## config.mk

```make
export PLATFORM = sky130hd
export DESIGN_NAME = inverse_53_dwt_horizontal_line
export DESIGN_NICKNAME = d
export VERILOG_FILES = /design/src/design/idwt53_pkg.sv /design/src/design/idwt53_in_stage.sv /design/src/design/idwt53_even_stage.sv /design/src/design/idwt53_out_stage.sv /design/src/design/inverse_53_dwt_horizontal_line.sv
export VERILOG_INCLUDE_DIRS = /design/src /design/src/design
export SDC_FILE = /design/constraint.sdc
export NUM_CORES = 1
export LEC_CHECK = 0
export BUFFER_PORTS_ARGS = -buffer_cell sky130_fd_sc_hd__buf_2
export CAP_MARGIN = 40
export CORE_ASPECT_RATIO = 1.2
export CORE_MARGIN = 4
export CORE_UTILIZATION = 55
export DETAILED_ROUTE_END_ITERATION = 10
export PLACE_DENSITY = 0.72
export SLEW_MARGIN = 20
export SYNTH_ARGS = -nofsm -noshare
export SYNTH_HDL_FRONTEND = slang
export SYNTH_HIERARCHICAL = 1
export SYNTH_SLANG_ARGS = --single-unit
```

## constraint.sdc

```tcl
create_clock -name aclk -period 6.96 [get_ports aclk]
set_input_delay 1.392 -clock aclk [delete_from_list [all_inputs] [get_ports aclk]]
set_output_delay 1.392 -clock aclk [all_outputs]
set_load 0.02 [all_outputs]
```

## src/design/assert_macros.svh

```systemverilog
// ------------------------------------------------------------------------
// Assertion macros
// Clocked property checks shared by the inverse 5/3 line blocks.
// ------------------------------------------------------------------------
`ifndef ASSERT_MACROS_SVH
`define ASSERT_MACROS_SVH

// Plain property, disabled during reset.
`define ASSERT_CLK(label, clk, rst_n, prop, msg) \
    label: assert property (@(posedge clk) disable iff (!rst_n) (prop)) else $error(msg);

// Same-cycle implication, disabled during reset.
`define ASSERT_IMPLY(label, clk, rst_n, ante, cons, msg) \
    label: assert property (@(posedge clk) disable iff (!rst_n) (ante) |-> (cons)) \
        else $error(msg);

// Next-cycle implication, disabled during reset.
`define ASSERT_NEXT(label, clk, rst_n, ante, cons, msg) \
    label: assert property (@(posedge clk) disable iff (!rst_n) (ante) |=> (cons)) \
        else $error(msg);

`endif

```

## src/design/idwt53_pkg.sv

```systemverilog
// ------------------------------------------------------------------------
// idwt53_pkg
// Types and constants shared by the inverse 5/3 horizontal line stages.
// ------------------------------------------------------------------------
package idwt53_pkg;

    localparam int LOW_W     = 32;
    localparam int HIGH_W    = 16;
    localparam int SAMPLE_W  = 32;
    localparam int SHIFT_W   = 4;
    localparam int TDATA_W   = 48;
    localparam int CFG_IDX_W = 1;
    localparam int CFG_DATA_W = 4;

    localparam logic [CFG_IDX_W-1:0] CFG_COEF_SHIFT        = 1'b0;
    localparam logic [CFG_IDX_W-1:0] CFG_LOWPASS_PRESCALED = 1'b1;

    // lifting rounding offsets
    localparam logic [SAMPLE_W-1:0] RND_ONE = 32'd1;
    localparam logic [SAMPLE_W-1:0] RND_TWO = 32'd2;

    // one input request as held in the input register
    typedef struct packed {
        logic [LOW_W-1:0]  lowpass;      // signed
        logic [HIGH_W-1:0] highpass;     // signed
        logic              has_highpass;
        logic              line_end;
    } in_item_t;

    // even-sample stage result, handed to the output stage
    typedef struct packed {
        logic [SAMPLE_W-1:0] even;       // new even sample
        logic [SAMPLE_W-1:0] hi;         // shifted high-pass of this pair
        logic [SAMPLE_W-1:0] prev_hi;    // shifted high-pass of the previous pair
        logic [SAMPLE_W-1:0] prev_even;  // previous even sample
        logic                emit_odd;   // odd sample goes out before the even one
        logic                emit_tail;  // closing odd sample after the even one
        logic                even_last;  // even sample ends the line
    } ev_item_t;

endpackage

```

## src/design/idwt53_in_stage.sv

```systemverilog
// ------------------------------------------------------------------------
// idwt53_in_stage
// Input register: captures one coefficient pair per request.
// ------------------------------------------------------------------------
module idwt53_in_stage (
    input  logic                                aclk,
    input  logic                                aresetn,
    input  logic                                s_tvalid,
    output logic                                s_tready,
    input  logic [idwt53_pkg::TDATA_W-1:0]      s_tdata,   // lowpass[31:0], highpass[47:32]
    input  logic                                s_tuser,   // has_highpass
    input  logic                                s_tlast,   // line_end
    output logic                                in_valid,
    output idwt53_pkg::in_item_t                in_item,
    input  logic                                in_take
);
    import idwt53_pkg::*;

    logic     valid_reg;
    logic     valid_next;
    in_item_t item_reg;
    logic     accept;

    assign s_tready = !valid_reg || in_take;
    assign accept   = s_tvalid && s_tready;

    always_comb begin
        valid_next = valid_reg;
        if (accept) begin
            valid_next = 1'b1;
        end else if (in_take) begin
            valid_next = 1'b0;
        end
    end

    always_ff @(posedge aclk) begin
        if (!aresetn) begin
            valid_reg <= 1'b0;
        end else begin
            valid_reg <= valid_next;
        end
    end

    always_ff @(posedge aclk) begin
        if (accept) begin
            item_reg.lowpass      <= s_tdata[LOW_W-1:0];
            item_reg.highpass     <= s_tdata[LOW_W+HIGH_W-1:LOW_W];
            item_reg.has_highpass <= s_tuser;
            item_reg.line_end     <= s_tlast;
        end
    end

    assign in_valid = valid_reg;
    assign in_item  = item_reg;

endmodule

```

## src/design/idwt53_even_stage.sv

```systemverilog
// ------------------------------------------------------------------------
// idwt53_even_stage
// Coefficient scaling, even-sample lifting step and line state.
// ------------------------------------------------------------------------
`include "assert_macros.svh"

module idwt53_even_stage (
    input  logic                                aclk,
    input  logic                                aresetn,
    input  logic                                cfg_we,
    input  logic [idwt53_pkg::CFG_IDX_W-1:0]    cfg_index,
    input  logic [idwt53_pkg::CFG_DATA_W-1:0]   cfg_wdata,
    input  logic                                in_valid,
    input  idwt53_pkg::in_item_t                in_item,
    output logic                                in_take,
    input  logic                                out_load_ok,
    output logic                                ev_valid,
    output idwt53_pkg::ev_item_t                ev_item
);
    import idwt53_pkg::*;

    logic [SHIFT_W-1:0]  coef_shift_reg;
    logic                prescaled_reg;
    logic [SAMPLE_W-1:0] prev_hi_reg;
    logic [SAMPLE_W-1:0] prev_even_reg;
    logic                at_start_reg;
    logic                ev_valid_reg;
    ev_item_t            ev_item_reg;

    logic                ev_valid_next;
    ev_item_t            ev_item_next;
    logic                fire;
    logic                has_hp;
    logic                both;
    logic [SAMPLE_W-1:0] hi_ext;
    logic [SAMPLE_W-1:0] lo_ext;
    logic [SAMPLE_W-1:0] hi_val;
    logic [SAMPLE_W-1:0] lo_val;
    logic [SAMPLE_W-1:0] sum;
    logic [SAMPLE_W-1:0] sub;
    logic [SAMPLE_W-1:0] even;

    assign in_take = !ev_valid_reg || out_load_ok;
    assign fire    = in_valid && in_take;
    assign has_hp  = in_item.has_highpass;
    // neighbors on both sides: (H[k-1] + H[k] + 2) >> 2, else one-sided (H + 1) >> 1
    assign both    = !at_start_reg && has_hp;

    always_comb begin
        hi_ext = {{(SAMPLE_W-HIGH_W){in_item.highpass[HIGH_W-1]}}, in_item.highpass};
        lo_ext = {{(SAMPLE_W-HIGH_W){in_item.lowpass[HIGH_W-1]}}, in_item.lowpass[HIGH_W-1:0]};
        hi_val = hi_ext << coef_shift_reg;
        lo_val = prescaled_reg ? in_item.lowpass : (lo_ext << coef_shift_reg);
        // first item without high-pass gives sum 1, so the correction is 0
        sum = (at_start_reg ? '0 : prev_hi_reg) + (has_hp ? hi_val : '0)
            + (both ? RND_TWO : RND_ONE);
        sub = both ? {{2{sum[SAMPLE_W-1]}}, sum[SAMPLE_W-1:2]}
                   : {sum[SAMPLE_W-1], sum[SAMPLE_W-1:1]};
        even = lo_val - sub;

        ev_item_next.even      = even;
        ev_item_next.hi        = hi_val;
        ev_item_next.prev_hi   = prev_hi_reg;
        ev_item_next.prev_even = prev_even_reg;
        ev_item_next.emit_odd  = !at_start_reg;
        ev_item_next.emit_tail = has_hp && in_item.line_end;
        ev_item_next.even_last = !has_hp;
    end

    always_comb begin
        ev_valid_next = ev_valid_reg;
        if (fire) begin
            ev_valid_next = 1'b1;
        end else if (out_load_ok) begin
            ev_valid_next = 1'b0;
        end
    end

    always_ff @(posedge aclk) begin
        if (!aresetn) begin
            coef_shift_reg <= '0;
            prescaled_reg  <= 1'b0;
            prev_hi_reg    <= '0;
            prev_even_reg  <= '0;
            at_start_reg   <= 1'b1;
            ev_valid_reg   <= 1'b0;
        end else begin
            ev_valid_reg <= ev_valid_next;
            if (cfg_we) begin
                case (cfg_index)
                    CFG_COEF_SHIFT: begin
                        coef_shift_reg <= cfg_wdata[SHIFT_W-1:0];
                    end
                    CFG_LOWPASS_PRESCALED: begin
                        prescaled_reg <= cfg_wdata[0];
                    end
                    default: begin
                    end
                endcase
            end
            if (fire) begin
                prev_hi_reg   <= has_hp ? hi_val : '0;
                prev_even_reg <= even;
                // a missing high-pass always closes the line
                at_start_reg  <= !has_hp || in_item.line_end;
            end
        end
    end

    always_ff @(posedge aclk) begin
        if (fire) begin
            ev_item_reg <= ev_item_next;
        end
    end

    assign ev_valid = ev_valid_reg;
    assign ev_item  = ev_item_reg;

    `ASSERT_NEXT(a_close_on_no_hp, aclk, aresetn, fire && !has_hp, at_start_reg, "line not closed after item without high-pass")
    `ASSERT_IMPLY(a_one_last, aclk, aresetn, ev_valid_reg, !(ev_item_reg.emit_tail && ev_item_reg.even_last), "two samples marked last for one pair")
    `ASSERT_IMPLY(a_hold_full, aclk, aresetn, ev_valid_reg && !out_load_ok, !in_take, "even stage overwritten while full")

endmodule

```

## src/design/idwt53_out_stage.sv

```systemverilog
// ------------------------------------------------------------------------
// idwt53_out_stage
// Odd-sample lifting step and three-entry result buffer, one sample out
// per cycle while m_tready is high.
// ------------------------------------------------------------------------
`include "assert_macros.svh"

module idwt53_out_stage (
    input  logic                                aclk,
    input  logic                                aresetn,
    input  logic                                ev_valid,
    input  idwt53_pkg::ev_item_t                ev_item,
    output logic                                out_load_ok,
    output logic                                m_tvalid,
    input  logic                                m_tready,
    output logic [idwt53_pkg::SAMPLE_W-1:0]     m_tdata,   // sample
    output logic                                m_tlast    // sample_last
);
    import idwt53_pkg::*;

    logic [SAMPLE_W-1:0] buf_data_reg [3];
    logic                buf_last_reg [3];
    logic [1:0]          cnt_reg;
    logic [1:0]          cnt_next;

    logic                pop;
    logic                load;
    logic [SAMPLE_W-1:0] pair_sum;
    logic [SAMPLE_W-1:0] odd;
    logic [SAMPLE_W-1:0] tail;
    logic [SAMPLE_W-1:0] slot_data [3];
    logic                slot_last [3];
    logic [1:0]          load_cnt;

    assign m_tvalid    = (cnt_reg != 2'd0);
    assign m_tdata     = buf_data_reg[0];
    assign m_tlast     = buf_last_reg[0];
    assign pop         = m_tvalid && m_tready;
    // reload when empty or as the last queued sample leaves
    assign out_load_ok = (cnt_reg == 2'd0) || ((cnt_reg == 2'd1) && m_tready);
    assign load        = ev_valid && out_load_ok;

    always_comb begin
        pair_sum = ev_item.prev_even + ev_item.even;
        odd      = ev_item.prev_hi + {pair_sum[SAMPLE_W-1], pair_sum[SAMPLE_W-1:1]};
        tail     = ev_item.hi + ev_item.even;

        slot_data[0] = ev_item.emit_odd ? odd : ev_item.even;
        slot_last[0] = ev_item.emit_odd ? 1'b0 : ev_item.even_last;
        slot_data[1] = ev_item.emit_odd ? ev_item.even : tail;
        slot_last[1] = ev_item.emit_odd ? ev_item.even_last : 1'b1;
        slot_data[2] = tail;
        slot_last[2] = 1'b1;
        load_cnt     = 2'd1 + {1'b0, ev_item.emit_odd} + {1'b0, ev_item.emit_tail};
    end

    always_comb begin
        cnt_next = cnt_reg;
        if (load) begin
            cnt_next = load_cnt;
        end else if (pop) begin
            cnt_next = cnt_reg - 2'd1;
        end
    end

    always_ff @(posedge aclk) begin
        if (!aresetn) begin
            cnt_reg <= 2'd0;
        end else begin
            cnt_reg <= cnt_next;
        end
    end

    always_ff @(posedge aclk) begin
        if (load) begin
            for (int i = 0; i < 3; i++) begin
                buf_data_reg[i] <= slot_data[i];
                buf_last_reg[i] <= slot_last[i];
            end
        end else if (pop) begin
            buf_data_reg[0] <= buf_data_reg[1];
            buf_last_reg[0] <= buf_last_reg[1];
            buf_data_reg[1] <= buf_data_reg[2];
            buf_last_reg[1] <= buf_last_reg[2];
        end
    end

    `ASSERT_IMPLY(a_last_drains, aclk, aresetn, m_tvalid && m_tlast, cnt_reg == 2'd1, "samples queued behind the line end")
    `ASSERT_NEXT(a_stall_keeps, aclk, aresetn, m_tvalid && !m_tready, cnt_reg == $past(cnt_reg), "queue changed while output stalled")

endmodule

```

## src/design/inverse_53_dwt_horizontal_line.sv

```systemverilog
// ------------------------------------------------------------------------
// inverse_53_dwt_horizontal_line
// Inverse 5/3 lifting over one line, coefficient pairs in, samples out.
// ------------------------------------------------------------------------
// Each request carries one low-pass / high-pass pair of a line and yields
// the rebuilt samples in index order, with symmetric extension at both
// ends; a line of odd length ends with a pair whose tuser bit is clear.
// A pair passes an input register, the even-sample stage and the output
// buffer, in that order. The output port moves one sample per cycle while
// m_tready is high, which sets the rate: a pair inside a line yields two
// samples, the first pair of a line one (two for a line of two) and the
// closing pair up to three. The user must write coef_shift and
// lowpass_prescaled on the cfg port only while no pair is in flight; the
// block itself does not enforce this.
// ------------------------------------------------------------------------
module inverse_53_dwt_horizontal_line (
    input  logic                                aclk,
    input  logic                                aresetn,
    input  logic                                cfg_we,
    input  logic [idwt53_pkg::CFG_IDX_W-1:0]    cfg_index,
    input  logic [idwt53_pkg::CFG_DATA_W-1:0]   cfg_wdata,
    input  logic                                s_tvalid,
    output logic                                s_tready,
    input  logic [idwt53_pkg::TDATA_W-1:0]      s_tdata,   // lowpass[31:0], highpass[47:32]
    input  logic                                s_tuser,   // has_highpass
    input  logic                                s_tlast,   // line_end
    output logic                                m_tvalid,
    input  logic                                m_tready,
    output logic [idwt53_pkg::SAMPLE_W-1:0]     m_tdata,   // sample
    output logic                                m_tlast    // sample_last
);
    import idwt53_pkg::*;

    logic     in_valid;
    in_item_t in_item;
    logic     in_take;
    logic     ev_valid;
    ev_item_t ev_item;
    logic     out_load_ok;

    idwt53_in_stage u_in (
        .aclk     (aclk),
        .aresetn  (aresetn),
        .s_tvalid (s_tvalid),
        .s_tready (s_tready),
        .s_tdata  (s_tdata),
        .s_tuser  (s_tuser),
        .s_tlast  (s_tlast),
        .in_valid (in_valid),
        .in_item  (in_item),
        .in_take  (in_take)
    );

    idwt53_even_stage u_even (
        .aclk        (aclk),
        .aresetn     (aresetn),
        .cfg_we      (cfg_we),
        .cfg_index   (cfg_index),
        .cfg_wdata   (cfg_wdata),
        .in_valid    (in_valid),
        .in_item     (in_item),
        .in_take     (in_take),
        .out_load_ok (out_load_ok),
        .ev_valid    (ev_valid),
        .ev_item     (ev_item)
    );

    idwt53_out_stage u_out (
        .aclk        (aclk),
        .aresetn     (aresetn),
        .ev_valid    (ev_valid),
        .ev_item     (ev_item),
        .out_load_ok (out_load_ok),
        .m_tvalid    (m_tvalid),
        .m_tready    (m_tready),
        .m_tdata     (m_tdata),
        .m_tlast     (m_tlast)
    );

endmodule
```

==> impl_metrics.env, run 1 <==
export IMPL_startpoint_type="flip-flop"
export IMPL_synth_area_um2=23700
export IMPL_clk_insertion_delay_late_ns=0.57
export IMPL_htree_levels=2
export IMPL_fillCellCount=3532
export IMPL_io_buffers=94
export IMPL_routed_wl_mm=63.4
export IMPL_fp_dieArea_um2=46500
export IMPL_fmax_mhz=151
export IMPL_placedInstanceArea_um2=24600
export IMPL_cp_depth=22
export IMPL_endpoint_kind="flip-flop"
export IMPL_finalMaxSlewViolations=0
export IMPL_drt_iter0_markers=1348
export IMPL_ys_dominant_reg_cell="edfxtp_1"
export IMPL_p_leak_uw=0.0107
export IMPL_yosysUniqueCellTypes=95
export IMPL_skew_ns=0.0168
export IMPL_grt_usage_pct=26.5
export IMPL_switching_share_pct=35.4
export IMPL_largest_reg_flops=129
export IMPL_drc=0
export IMPL_synth_top_area_cell="edfxtp_1"
export IMPL_coreArea_um2=42700
export IMPL_grt_max_degree=125
export IMPL_fin_tns_setup_ns=0
export IMPL_max_stage_delay_ns=0.48
export IMPL_worstPathMaxFanout=14
export IMPL_die_w_um=198
export IMPL_critPathArrivalTime_ns=6.93
export IMPL_cp_startpoint="u_even/coef_shift_reg[0]"
export IMPL_hold_violations=0
export IMPL_wire_per_inst_um=20.8
export IMPL_pin_count=95
export IMPL_synth_nets=2671
export IMPL_synth_edf_count=277
export IMPL_yosys_warnings=6
export IMPL_nets=2712
export IMPL_intPower_uw=5230
export IMPL_synth_seq_area_share_pct=41.3
export IMPL_powerDensity_nw_per_um2=311
export IMPL_r2r_cells=22
export IMPL_design_area_um2=26000
export IMPL_path_class="flip-flop to flip-flop"
export IMPL_syn_to_final_growth_pct=9.79
export IMPL_netlist_instances=2417
export IMPL_rsz0062_at_grt="false"
export IMPL_pwr_share_comb_pct=37.2
export IMPL_power_frac_seq_pct=35.4
export IMPL_viasPerCell=6.11
export IMPL_crit_path_cell_trace="mux2i_1 > or3_1 > nor2_1 > fa_1 > ha_1 > fa_1 > a211o_1 > a211oi_2 > o21ai_2 > or2_2 > a31o_2 > xor2_1 > mux2i_1 > ha_1 > nand4_1 > nor4_1 > o211ai_1 > and2_1 > nand3_1 > a41oi_2 > xnor3_1 > inv_1"
export IMPL_cts_buffers_inserted=40
export IMPL_synth_seq_cells=351
export IMPL_antenna_left=0
export IMPL_relSlewSlack_pct=42.6
export IMPL_gp_congestion=1.01
export IMPL_synth_top_area_share_pct=35.1
export IMPL_cts_tree="done"
export IMPL_num_rows=83
export IMPL_critPathBufInv=1
export IMPL_vias=18600
export IMPL_cp_top_family="simple AND/OR/NAND/NOR gates"
export IMPL_r2r_start="u_even/coef_shift_reg[0]"
export IMPL_path_clk_slew_ns=0.06
export IMPL_postCtsSetupBuffers=0
export IMPL_dp_hpwl_mm=48.6
export IMPL_hp_start="u_even/prev_even_reg[29]"
export IMPL_antenna_found_initial=3
export IMPL_ff2ff_setup_slack_ns=0.35
export IMPL_switchingPower_uw=2870
export IMPL_overflow=0
export IMPL_cp_slowest_cell="dfxtp_4"
export IMPL_cts_buffer_depth=3
export IMPL_start_util_pct=55.6
export IMPL_final_period_utilization_pct=95.0
export IMPL_drtPass1Iterations=5
export IMPL_synth_top_cells_by_area="edfxtp_1 (35%), ha_1 (9.9%), dfxtp_1 (6.2%)"
export IMPL_worst_pin_slew_ns=0.861
export IMPL_die_h_um=235
export IMPL_hp_class="flip-flop to flip-flop"
export IMPL_grt_pass1_vias=17800
export IMPL_layout_min_cycle_time_ns=6.61
export IMPL_max_cap_violations=0
export IMPL_cp_endpoint="u_even/ev_item[130]"
export IMPL_clkSinkCount=351
export IMPL_ir_worst_vdd_mv=0.248
export IMPL_synthArstFlopShare_pct=0
export IMPL_clockPowerShare_pct=27.4
export IMPL_cts_root_buf="clkbuf_16"
export IMPL_crit_required_ns=7.28
export IMPL_drive_above_1_share_pct=11.8
export IMPL_syn_avg_cell_area_um2=9.81
export IMPL_setup_viol=0
export IMPL_grt_pass1_wl_mm=98.1
export IMPL_worstReg2RegEnd="u_even/ev_item[130]"
export IMPL_status="completed"
cell families after synthesis:
logic type / synth area share, %
AND/OR/NAND/NOR: 14.1
AO/OA/AOI/OAI: 18.0
flip-flops: 41.3
buffers and inverters: 3.89
adder cells (fa/ha/maj): 10.4
multiplexers: 7.42
XOR/XNOR: 4.86
synth_stat cells, drive strengths merged (22+ instances only):
cell    number
xnor2       89
ha         188
nand2      269
a211oi      29
a21oi      241
o21ai      131
clkbuf      88
and3        22
a31oi       30
mux2i      114
dfxtp       74
nor2b       49
mux2        23
inv         59
buf         57
o21bai      24
xor2        40
nand3       51
nor3        36
and2        35
nor2       162
edfxtp     277
a21o        81
worst reg2reg max path: stages (launching register included):
cell	delay, ns
dfxtp_4	0.48
mux2i_1	0.12
or3_1	0.38
nor2_1	0.20
fa_1	0.43
ha_1	0.26
fa_1	0.44
a211o_1	0.33
a211oi_2	0.38
o21ai_2	0.17
or2_2	0.30
a31o_2	0.25
xor2_1	0.20
mux2i_1	0.12
ha_1	0.44
nand4_1	0.26
nor4_1	0.36
o211ai_1	0.31
and2_1	0.25
nand3_1	0.09
a41oi_2	0.11
xnor3_1	0.44
inv_1	0.05
cell type report:
cell class	instances	area, um2	share of cell area, %
antenna	1	2.50	0.00961
inverter	63	245	0.942
clock inverter	23	300	1.15
clock buffer	50	1080	4.14
timing repair buffer	144	903	3.47
sequential	351	9810	37.7
tap	552	691	2.65
multi-input combinational	1858	13000	50.0
repair_timing:
action,CTS,global route
setup endpoints to repair,0,9
gates resized for setup,0,5
hold buffers,0,0
per-layer routing:
layer / vias up / track usage [%] / routed length, um
met5: - / 0 / 0
li1: 8987 / - / -
met4: 0 / 8.98 / 2270
met2: 594 / 43.4 / 29700
met3: 120 / 3.49 / 3640
met1: 8882 / 36.6 / 27800
metrics by stage:
step	cells	utilization [%]	setup WS, ns	total power (uW)	hold WS [ns]
detailed placement	2967	57.6	0.272	5860	0.409
global route	3041	61.0	0.000968	8580	0.432
global placement	2965	57.6	0.425	5780	0.406
floorplan	2417	-	0.463	5170	0.400
finish	3042	61.0	0.350	8110	0.416
CTS	3040	60.9	0.261	8100	0.417
power groups by stage:
stage / registers, uW / logic (uW) / clock network, uW
CTS: 2870 / 2960 / 2260
floorplan: 2850 / 2320 / 0
detailed placement: 2910 / 2940 / 0
global placement: 2910 / 2880 / 0
global route: 2900 / 3330 / 2360
finish: 2870 / 3020 / 2220
how the worst min path moves through the flow:
stage | endpoint | slack, ns | cells past startpoint
2_1_floorplan | u_even/ev_item[25] | 0.40 | 0
3_3_place_gp | u_even/ev_item[25] | 0.41 | 0
3_5_place_dp | u_even/ev_item[28] | 0.41 | 0
4_1_cts | u_even/ev_item[32] | 0.42 | 0
5_1_grt | u_even/ev_item[28] | 0.43 | 0
6_report | u_even/ev_item[32] | 0.42 | 0
placed cells by master (no fill, tap or decap), types with 7 or more instances in the layout:
cell	n
o21ai_0	103
o21a_1	20
and3_1	22
o21ai_1	27
mux2i_1	114
a21o_1	81
nor3_1	35
nand2_1	268
a2111oi_0	7
buf_2	94
xnor2_1	89
o21bai_1	24
a31oi_1	30
dfxtp_1	70
clkinv_2	7
nor2b_1	49
clkbuf_16	40
nand4_1	19
buf_4	46
a21oi_1	240
nand3_1	49
edfxtp_1	277
or3_1	14
xor2_1	40
nand2b_1	17
mux4_2	16
o211ai_1	18
inv_1	55
a211oi_1	25
o31ai_1	10
nor2_1	162
ha_1	187
o22ai_1	7
and2_1	32
nor3b_1	7
mux2_2	22
(Power assumes the default switching activity.)
==> run 2, diff against run 1 <==
--- a/config.mk
+++ b/config.mk
@@ -6,6 +6,7 @@
 export SDC_FILE = /design/constraint.sdc
 export NUM_CORES = 1
 export LEC_CHECK = 0
+export ABC_AREA = 1
 export BUFFER_PORTS_ARGS = -buffer_cell sky130_fd_sc_hd__buf_2
 export CAP_MARGIN = 40
 export CORE_ASPECT_RATIO = 1.2
==> run 2 against run 1 <==
  * Critical path depth grew 8
  * Clock power shrank 12%
  * Wire length grew 32%
  * Non-clock buffer count shrank 26
  * Register-to-register slack gained 0.42 ns
  * Sequential power is essentially flat
  * Core utilization shrank 0.67 points
  * Clock skew grew 0.0080 ns
  * Maximum frequency grew 6.9%
  * Die area grew 6.0%
  * Clock-buffer cell count is the same
==> impl_metrics.env, run 2 <==
export IMPL_netlist_instances=3252
export IMPL_r2r_cells=30
export IMPL_synthArstFlopShare_pct=0
export IMPL_endpoint_kind="flip-flop"
export IMPL_cts_buffers_inserted=38
export IMPL_ir_worst_vdd_mv=0.210
export IMPL_grt_pass1_wl_mm=127
export IMPL_ys_dominant_reg_cell="edfxtp_1"
export IMPL_path_common_cell="nand2_1"
export IMPL_relSlewSlack_pct=44.1
export IMPL_ff2ff_setup_slack_ns=0.77
export IMPL_synth_common_cells="nand2_1 (776), inv_1 (381), nor2_1 (345)"
export IMPL_clk_insertion_delay_late_ns=0.58
export IMPL_synth_top_cells_by_area="edfxtp_1 (33%), nand2_1 (12%), ha_1 (9.3%)"
export IMPL_grt_pass1_vias=22300
export IMPL_startpoint_type="flip-flop"
export IMPL_drt_iter0_markers=2278
export IMPL_synth_area_um2=25200
export IMPL_num_rows=85
export IMPL_setup_viol=0
export IMPL_syn_to_final_growth_pct=8.04
export IMPL_layout_min_cycle_time_ns=6.19
export IMPL_status="completed"
export IMPL_yosys_warnings=6
export IMPL_drive_above_1_share_pct=9.25
export IMPL_cts_resized=0
export IMPL_gp_congestion=1.11
export IMPL_worstPathMaxFanout=19
export IMPL_max_stage_delay_ns=0.50
export IMPL_fin_tns_setup_ns=0
export IMPL_finalMaxSlewViolations=0
export IMPL_critPathArrivalTime_ns=6.49
export IMPL_die_w_um=203
export IMPL_start_util_pct=55.8
export IMPL_placedInstanceArea_um2=26000
export IMPL_largest_reg_flops=129
export IMPL_dp_cells=3856
export IMPL_holdPathStages=0
export IMPL_max_cap_violations=0
export IMPL_overflow=0
export IMPL_cts_root_buf="clkbuf_16"
export IMPL_layout_commonest_cell="nand2_1"
export IMPL_cp_top_family="compound AO/OA/AOI/OAI gates"
export IMPL_path_class="flip-flop to flip-flop"
export IMPL_synth_top_area_share_pct=33.0
export IMPL_min_to="u_even/ev_item[11]"
export IMPL_cts_buffer_depth=3
export IMPL_synth_edf_count=277
export IMPL_pin_count=95
export IMPL_dp_hpwl_mm=66.8
export IMPL_synth_top_area_cell="edfxtp_1"
export IMPL_final_period_utilization_pct=88.9
export IMPL_power_uw=8850
export IMPL_nets=3543
export IMPL_postCtsSetupBuffers=0
export IMPL_routed_wl_mm=83.5
export IMPL_viasPerCell=5.81
export IMPL_synth_seq_cells=351
export IMPL_final_core_util_pct=60.3
export IMPL_die_h_um=242
export IMPL_synth_seq_area_share_pct=38.9
export IMPL_antenna_cells=0
export IMPL_grt_max_degree=88
export IMPL_critPathBufInv=5
export IMPL_wire_per_inst_um=21.3
export IMPL_hold_buffers=0
export IMPL_synth_nets=3506
export IMPL_io_buffers=94
export IMPL_drtPass1Iterations=8
export IMPL_worstReg2RegEnd="u_even/ev_item[127]"
export IMPL_final_cell_mix="nand2_1 (776), inv_1 (380), nor2_1 (345)"
export IMPL_yosysUniqueCellTypes=64
export IMPL_worst_pin_slew_ns=0.838
export IMPL_rsz0062_at_grt="false"
export IMPL_synth_most_common_cell="nand2_1"
export IMPL_hold_violations=0
export IMPL_grt_usage_pct=33.0
export IMPL_fp_dieArea_um2=49300
export IMPL_skew_ns=0.0248
export IMPL_coreArea_um2=45100
export IMPL_cts_tree="done"
export IMPL_powerDensity_nw_per_um2=325
export IMPL_hp_start="u_even/prev_even_reg[8]"
export IMPL_antenna_found_initial=0
export IMPL_r2r_start="u_even/coef_shift_reg[0]"
export IMPL_fmax_mhz=162
export IMPL_design_area_um2=27200
export IMPL_crit_required_ns=7.26
export IMPL_syn_avg_cell_area_um2=7.74
export IMPL_hp_class="flip-flop to flip-flop"
export IMPL_antenna_left=0
export IMPL_final_cells=3927
export IMPL_htree_levels=2
export IMPL_vias=22800
export IMPL_drc=0
export IMPL_cp_slowest_cell="dfxtp_1"
export IMPL_clkSinkCount=351
export IMPL_path_clk_slew_ns=0.07
export IMPL_p_leak_uw=0.0124
## run 2: area by class of cell
cell class	count	area (um2)
Sequential cell	351	9800
Multi-Input combinational cell	2376	13200
Inverter	404	1520
Timing Repair Buffer	118	711
Fill cell	4043	17900
Clock buffer	50	1080
Tap cell	609	762
Clock inverter	19	130
## run 2: worst max path at each step
stage / startpoint / endpoint / slack [ns] / cells past startpoint
2_1_floorplan: m_tready / u_even/ev_item[0] / 0.69 / 8
5_1_grt: u_even/coef_shift_reg[0] / u_even/ev_item[127] / 0.39 / 30
3_3_place_gp: u_even/coef_shift_reg[0] / u_even/ev_item[127] / 0.97 / 30
4_1_cts: u_even/coef_shift_reg[0] / u_even/ev_item[127] / 0.94 / 28
3_5_place_dp: u_even/coef_shift_reg[0] / u_even/ev_item[127] / 1.0 / 30
6_report: u_even/coef_shift_reg[0] / u_even/ev_item[127] / 0.77 / 30
## run 2: power by group
part	total, uW	switching (uW)	internal (uW)
registers	2880	174	2710
clock network	1960	859	1100
logic	4010	2780	1230
## run 2: cells by family after synthesis
| logic type | Yosys count | synth area share, % |
|---|---|---|
| AND/OR/NAND/NOR | 1358 | 22.0 |
| AO/OA/AOI/OAI | 709 | 16.2 |
| buffers and inverters | 525 | 8.70 |
| flip-flops | 351 | 38.9 |
| adder cells (fa/ha/maj) | 194 | 9.82 |
| XOR/XNOR | 97 | 3.46 |
| multiplexers | 18 | 0.815 |
## run 2: metal layers
layer	share of wire (%)	global-route usage, %	vias up
met5	0	0	-
met4	6.6	17.9	0
met3	6.5	4.22	245
met2	49	56.9	1030
met1	38	40.1	10600
li1	-	-	10900
## run 2: stage by stage
step / setup WS [ns] / hold slack, ns
finish: 0.774 / 0.426
global route: 0.388 / 0.439
CTS: 0.942 / 0.426
detailed placement: 0.999 / 0.416
global placement: 0.969 / 0.410
floorplan: 0.685 / 0.397
